--- config.mk ---
export PLATFORM = sky130hd
export DESIGN_NAME = indicator_pattern_controller
export DESIGN_NICKNAME = d
export VERILOG_FILES = /design/src/hdl/ipc_pkg.sv /design/src/hdl/indicator_pattern_controller.sv
export SDC_FILE = /design/constraint.sdc
export NUM_CORES = 1
export LEC_CHECK = 0
export ABC_AREA = 1
export BUFFER_PORTS_ARGS = -buffer_cell sky130_fd_sc_hd__buf_2
export CORE_MARGIN = 4
export CORE_UTILIZATION = 47
export DETAILED_ROUTE_END_ITERATION = 6
export PLACE_DENSITY = 0.67
export SLEW_MARGIN = 30
export SYNTH_ARGS = -nofsm -noshare
export SYNTH_HDL_FRONTEND = slang
export SYNTH_SLANG_ARGS = --single-unit
--- constraint.sdc ---
create_clock -name clk -period 2.15 [get_ports clk]
set_input_delay 0.1075 -clock clk [delete_from_list [all_inputs] [get_ports clk]]
set_output_delay 0.1075 -clock clk [all_outputs]
set_load 0.01 [all_outputs]
--- src/hdl/ipc_pkg.sv ---
`timescale 1ns / 1ps

package ipc_pkg;

  // Number of lamps: bit0 green, bit1 yellow, bit2 blue, bit3 red
  localparam int unsigned NUM_LAMPS = 4;

  // Target bytes
  localparam logic [7:0] TGT_GREEN  = 8'h47;  // 'G'
  localparam logic [7:0] TGT_YELLOW = 8'h59;  // 'Y'
  localparam logic [7:0] TGT_BLUE   = 8'h42;  // 'B'
  localparam logic [7:0] TGT_RED    = 8'h52;  // 'R'
  localparam logic [7:0] TGT_ALL_A  = 8'hFF;
  localparam logic [7:0] TGT_ALL_B  = 8'hFE;

  // Mode bytes
  localparam logic [7:0] MB_BLINK  = 8'h42;  // 'B'
  localparam logic [7:0] MB_FLASH  = 8'h46;  // 'F'
  localparam logic [7:0] MB_DOUBLE = 8'h44;  // 'D'
  localparam logic [7:0] MB_SOLID  = 8'h53;  // 'S'
  localparam logic [7:0] MB_OFF    = 8'h4F;  // 'O'

  localparam logic [2:0] BLINK_PERIOD_RESET = 3'd5;

  typedef enum logic [2:0] {
    MODE_NONE   = 3'd0,
    MODE_BLINK  = 3'd1,
    MODE_FLASH  = 3'd2,
    MODE_DOUBLE = 3'd3,
    MODE_SOLID  = 3'd4,
    MODE_OFF    = 3'd5
  } mode_t;

  // One result beat
  typedef struct packed {
    logic [NUM_LAMPS-1:0] lamp_levels;
    logic [NUM_LAMPS-1:0] pulse_lamps;
    logic                 check_request;
  } res_t;

  function automatic mode_t decode_mode(input logic [7:0] mb);
    mode_t m;
    case (mb)
      MB_BLINK:  m = MODE_BLINK;
      MB_FLASH:  m = MODE_FLASH;
      MB_DOUBLE: m = MODE_DOUBLE;
      MB_SOLID:  m = MODE_SOLID;
      MB_OFF:    m = MODE_OFF;
      default:   m = MODE_NONE;
    endcase
    return m;
  endfunction

endpackage

--- src/hdl/indicator_pattern_controller.sv ---
`timescale 1ns / 1ps

// Channel | Handshake          | Payload
// --------+--------------------+-------------------------------------------
// in      | in_valid/in_stall  | cmd_valid, cmd_target, cmd_mode, tick
// out     | out_valid/out_stall| lamp_levels, pulse_lamps, check_request
// cfg     | cfg_wr_en          | cfg_wr_data (blink_period_ticks)
//
// The pass is computed from the input beat and the lamp state in one stage
// and written into the output register (or the skid register) at acceptance.
// Throughput is one beat per cycle while in_stall is low.
// A skid register behind the output register takes one more beat while the
// output is stalled; in_stall is high only when that skid entry is full.
// rst (synchronous) clears modes to none, pins, tick counter and the
// blink/flash done flags, sets the period to 5 and empties both registers.

module indicator_pattern_controller (
  input  logic       clk,
  input  logic       rst,
  // configuration
  input  logic       cfg_wr_en,
  input  logic [2:0] cfg_wr_data,
  // input beat
  input  logic       in_valid,
  output logic       in_stall,
  input  logic       cmd_valid,
  input  logic [7:0] cmd_target,
  input  logic [7:0] cmd_mode,
  input  logic       tick,
  // result beat
  output logic       out_valid,
  input  logic       out_stall,
  output logic [3:0] lamp_levels,
  output logic [3:0] pulse_lamps,
  output logic       check_request
);

  localparam int unsigned NL = ipc_pkg::NUM_LAMPS;

  // state
  logic [2:0]           blink_period_ticks;
  ipc_pkg::mode_t       lamp_modes [NL];
  logic [NL-1:0]        lamp_pins;
  logic [2:0]           tick_count;
  logic                 blink_done;
  logic                 flash_done;

  // output side
  ipc_pkg::res_t        out_res;
  ipc_pkg::res_t        skid_res;
  logic                 skid_valid;

  // pass results
  ipc_pkg::mode_t       lamp_modes_next [NL];
  logic [NL-1:0]        lamp_pins_next;
  logic [2:0]           tick_count_next;
  logic                 blink_armed;
  logic                 flash_armed;
  logic [NL-1:0]        pulses;
  logic                 check;
  ipc_pkg::res_t        pass_res;

  logic                 accept;
  logic                 out_take;
  logic [2:0]           tick_inc;
  logic                 all_sel;
  logic [NL-1:0]        lamp_sel;
  ipc_pkg::mode_t       new_mode;

  assign accept   = in_valid && !in_stall;
  assign out_take = out_valid && !out_stall;
  assign in_stall = skid_valid;

  // command decode
  always_comb begin
    new_mode    = ipc_pkg::decode_mode(cmd_mode);
    all_sel     = cmd_target inside {ipc_pkg::TGT_ALL_A, ipc_pkg::TGT_ALL_B};
    lamp_sel[0] = cmd_valid && (all_sel || cmd_target == ipc_pkg::TGT_GREEN);
    lamp_sel[1] = cmd_valid && (all_sel || cmd_target == ipc_pkg::TGT_YELLOW);
    lamp_sel[2] = cmd_valid && (all_sel || cmd_target == ipc_pkg::TGT_BLUE);
    lamp_sel[3] = cmd_valid && (all_sel || cmd_target == ipc_pkg::TGT_RED);
    for (int i = 0; i < NL; i++) begin
      lamp_modes_next[i] = lamp_sel[i] ? new_mode : lamp_modes[i];
    end
  end

  // tick counter; the period end re-arms blink, every tick re-arms flash
  always_comb begin
    tick_inc        = tick_count + 3'd1;
    tick_count_next = tick_count;
    blink_armed     = !blink_done;
    flash_armed     = !flash_done;
    if (tick) begin
      flash_armed = 1'b1;
      if (tick_inc == blink_period_ticks) begin
        tick_count_next = 3'd0;
        blink_armed     = 1'b1;
      end else begin
        tick_count_next = tick_inc;
      end
    end
  end

  // lamp service, each lamp on its own
  always_comb begin
    lamp_pins_next = lamp_pins;
    pulses         = '0;
    check          = 1'b0;
    for (int i = 0; i < NL; i++) begin
      case (lamp_modes_next[i])
        ipc_pkg::MODE_BLINK: begin
          if (blink_armed && tick_count_next == 3'd0) begin
            lamp_pins_next[i] = ~lamp_pins[i];
            check             = 1'b1;
          end
        end
        ipc_pkg::MODE_FLASH: begin
          if (flash_armed) begin
            lamp_pins_next[i] = ~lamp_pins[i];
            check             = 1'b1;
          end
        end
        ipc_pkg::MODE_DOUBLE: begin
          if (flash_armed) begin
            pulses[i] = 1'b1;
            check     = 1'b1;
          end
        end
        ipc_pkg::MODE_SOLID: begin
          lamp_pins_next[i] = 1'b1;
          check             = 1'b1;
        end
        ipc_pkg::MODE_OFF: begin
          lamp_pins_next[i] = 1'b0;
        end
        default: begin
        end
      endcase
    end
    pass_res.lamp_levels   = lamp_pins_next;
    pass_res.pulse_lamps   = pulses;
    pass_res.check_request = check;
  end

  // configuration register
  always_ff @(posedge clk) begin
    if (rst) begin
      blink_period_ticks <= ipc_pkg::BLINK_PERIOD_RESET;
    end else if (cfg_wr_en) begin
      blink_period_ticks <= cfg_wr_data;
    end
  end

  // lamp state, updated once per accepted beat
  always_ff @(posedge clk) begin
    if (rst) begin
      for (int i = 0; i < NL; i++) begin
        lamp_modes[i] <= ipc_pkg::MODE_NONE;
      end
      lamp_pins  <= '0;
      tick_count <= 3'd0;
      blink_done <= 1'b0;
      flash_done <= 1'b0;
    end else if (accept) begin
      lamp_modes <= lamp_modes_next;
      lamp_pins  <= lamp_pins_next;
      tick_count <= tick_count_next;
      blink_done <= 1'b1;
      flash_done <= 1'b1;
    end
  end

  // output register with skid entry
  always_ff @(posedge clk) begin
    if (rst) begin
      out_valid  <= 1'b0;
      skid_valid <= 1'b0;
    end else if (!out_valid || out_take) begin
      if (skid_valid) begin
        out_res    <= skid_res;
        out_valid  <= 1'b1;
        skid_valid <= 1'b0;
      end else if (accept) begin
        out_res   <= pass_res;
        out_valid <= 1'b1;
      end else begin
        out_valid <= 1'b0;
      end
    end else if (accept) begin
      skid_res   <= pass_res;
      skid_valid <= 1'b1;
    end
  end

  assign lamp_levels   = out_res.lamp_levels;
  assign pulse_lamps   = out_res.pulse_lamps;
  assign check_request = out_res.check_request;

  // skid entry only fills behind a held output beat
  a_skid_behind_out: assert property (@(posedge clk) disable iff (rst)
    skid_valid |-> out_valid)
    else $error("skid entry full with output register empty");

  // a stalled result is never dropped
  a_out_held: assert property (@(posedge clk) disable iff (rst)
    (out_valid && out_stall) |=> out_valid)
    else $error("stalled result lost");

  // a pulse always raises a check request
  a_pulse_check: assert property (@(posedge clk) disable iff (rst)
    (out_valid && pulse_lamps != '0) |-> check_request)
    else $error("pulse without check request");

  // after a tick the counter never rests on a nonzero period
  a_tick_wrap: assert property (@(posedge clk) disable iff (rst)
    (accept && tick && !cfg_wr_en) |=>
      (tick_count != blink_period_ticks || blink_period_ticks == 3'd0))
    else $error("tick counter missed the period end");

endmodule
==> results.py <==
metrics = {
    "power": {
        "swShare_pct": 32.05,
        "vdd_ir_drop_max_v": 0.0003297,
        "power_mw": 1.916,
        "p_per_area_nw_per_um2": 572.3,
        "p_sw_mw": 0.6141,
        "leakage_nw": 1.815,
        "seq_power_share_pct": 49.0,
        "intPower_mw": 1.302,
        "clkPwrFrac_pct": 27.2,
        "combinationalPowerShare_pct": 23.8,
    },
    "logic_synthesis": {
        "synth.yosys.seq_area_share_pct": 35.18,
        "syn_inst": 452,
        "synth_top_family_by_area": "simple AND/OR/NAND/NOR gates",
        "yosys.area_share.adder_pct": 0.4228,
        "syn-cell-area_sq_um": 2959,
        "muxShareOfSynthArea_pct": 0,
        "synth_nets": 479,
        "synth.avg_cell_area_sq_um": 6.547,
        "synth_seq_cells": 43,
        "synth_xor_area_share_pct": 1.480,
        "yosys_warnings": 0,
        "yosys.cell_types.count": 28,
        "yosys.area_share.simple_pct": 44.02,
        "synth_compound_area_share_pct": 8.457,
    },
    "global_route": {
        "grt_max_degree": 31,
        "use_met1_pct": 23.94,
        "busiest_layer": "met2",
        "met2_usage_pct": 28.97,
        "grt_pass1_vias": 2415,
        "overflow": 0,
        "grtUsageTotal_pct": 17.59,
        "met3_usage_pct": 2.933,
        "antenna_found_initial": 0,
        "grt_pass1_wl_mm": 10.78,
    },
    "worst_setup_path": {
        "worstSetupPathType": "reg -> reg",
        "cp.required_ns": 2.21,
        "start_kind": "register",
        "worstPathArrival_ns": 2.02,
        "worstSetupEndpointType": "register",
        "path_max_fanout": 5,
    },
    "timing": {
        "fin_worst_skew_ns": 0.008585,
        "min_period_ns": 1.966,
        "slew_viol_final": 0,
        "tightestPinTransition_ns": 0.4477,
        "tns_ns": 0,
        "worst_slack_ns": 0.1838,
        "setup_viol": 0,
        "finalHoldViolations": 0,
        "relSlewSlack_pct": 70.15,
        "fmaxAchievable_mhz": 508.6,
        "hold-worst-slack_ns": 0.01752,
        "period_share_pct": 91.45,
    },
    "layout": {
        "final_area_sq_um": 3348,
        "nets": 520,
        "layout_common_cells": "nand2_1, inv_1, nor2_1",
        "num-fill-cells": 597,
        "synthToLayoutAreaGrowth_pct": 13.15,
        "fin_util_pct": 55.56,
        "final_cells": 569,
        "num_antenna_cells": 0,
        "layout-drive-gt1-share_pct": 20.24,
        "final_common_cell": "nand2_1",
    },
    "clocking": {
        "cts_tree": "done",
        "htreeDepth": 2,
        "cts.path.max_buffers": 2,
        "insertion_delay_ns": 0.30,
        "cts.reportedPaths.clkPinSlew_ns": 0.08,
        "cts_buffers": 5,
        "cts.sinks": 43,
        "cts_root_buf": "clkbuf_8",
    },
    "placement": {
        "hpwlAfterDp_mm": 4.957,
        "gp_congestion": 0.9201,
        "numPortBuffers": 36,
        "dp.cells": 559,
        "place_area_sq_um": 3217,
        "place_ws_ns": 0.1060,
    },
    "route": {
        "vias": 2719,
        "wirelength_mm": 6.442,
        "dr.pass1.iters": 5,
        "via_per_inst": 4.779,
        "drtIter0Drc": 126,
        "wire_per_inst_um": 11.32,
        "drc": 0,
        "ant_nets": 0,
    },
    "flow_run": {
        "max_cap_violations": 0,
    },
    "floorplan": {
        "die_h_um": 87.35,
        "start_util_pct": 49.11,
        "core_area_sq_um": 6026,
        "dieArea_sq_um": 7629,
        "rows": 28,
        "io-pin-count": 37,
        "die_w_um": 87.35,
    },
    "hold_path": {
        "hp-class": "in -> reg",
    },
    "status": {
        "run_status": "completed",
    },
}
power by group through the flow:
| stage | sequential [mW] | combinational (mW) | clock, mW |
|---|---|---|---|
| 2_1_floorplan | 0.956 | 0.324 | 0 |
| 3_3_place_gp | 0.955 | 0.428 | 0 |
| 3_5_place_dp | 0.955 | 0.435 | 0 |
| 4_1_cts | 0.937 | 0.438 | 0.535 |
| 5_1_grt | 0.945 | 0.521 | 0.567 |
| 6_report | 0.939 | 0.456 | 0.521 |
sequential cells by signal (all words and copies together), names as in the netlist:
signal              flops
blink_period_ticks      3
check_request           1
flash_done              1
in_stall                1
lamp_levels             4
lamp_modes             12
lamp_pins               4
out_valid               1
pulse_lamps             4
skid_res                9
tick_count              3
path summary, 6_finish.rpt:
kind	startpoint	to	slack (ns)	cells after the start
worst min-delay path	cfg_wr_data[2]	blink_period_ticks[2]	0.02	3
worst min register to register	out_valid	in_stall	0.46	2
worst max-delay path	tick_count[0]	lamp_levels[3]	0.18	14
worst max register to register	tick_count[0]	lamp_levels[3]	0.18	14
critical path, cell delays in order (launching register included):
cell and delay [ns]:
dfxtp_4 0.37, ha_4 0.27, inv_1 0.03, nand2_1 0.05
nand2_1 0.05, nor2_2 0.10, nand2_1 0.08, nand2_1 0.07
nand2_2 0.07, nor2_4 0.17, nand3_1 0.09, nand3_1 0.12
nand3_2 0.12, nand2_1 0.08, nand2_1 0.05
Yosys cell counts (all sizes together):
cell type / instances / area [sq um]
nand3b: 2 / 15.01
inv: 69 / 259.0
xor2: 4 / 35.03
a211oi: 1 / 7.510
dfxtp: 25 / 500.5
buf: 3 / 27.52
a21oi: 17 / 88.84
nand2: 166 / 730.7
ha: 1 / 12.51
o21ai: 27 / 138.9
clkinv: 1 / 3.750
clkbuf: 5 / 18.77
nand3: 51 / 300.3
nor2: 59 / 256.5
edfxtp: 18 / 540.5
o21bai: 1 / 7.510
xnor2: 1 / 8.760
o211ai: 1 / 7.510
final cells by class:
class | count | area [sq um] | area share (%)
flip-flops and latches | 43 | 1045 | 31.20
repair buffers | 42 | 225.2 | 6.726
inverters | 70 | 262.8 | 7.848
well taps | 75 | 93.84 | 2.803
clock inverters | 3 | 20.02 | 0.5979
clock buffers | 5 | 68.82 | 2.055
multi-input cells | 331 | 1633 | 48.77
routing by layer:
layer  vias up  part of all wire (%)
met5         -                     0
met4         0                  0.81
met3         6                   4.2
met2        42                    46
met1      1176                    49
li1       1495                     -
repair_timing:
action,CTS,global route
hold buffers,0,0
setup buffers,0,2
setup endpoints to repair,0,9
resized for setup,0,6
cell families (layout without fill, tap and decap cells):
logic type	count (synthesis)	in the layout
buffers and inverters	78	120
xor gates and xnor gates	5	5
adders and majority gates	1	1
and+or+nand+nor	278	278
DFF	43	43
AOI/OAI and AO/OA	47	47
Note: power is estimated with default switching activity, not from simulation.
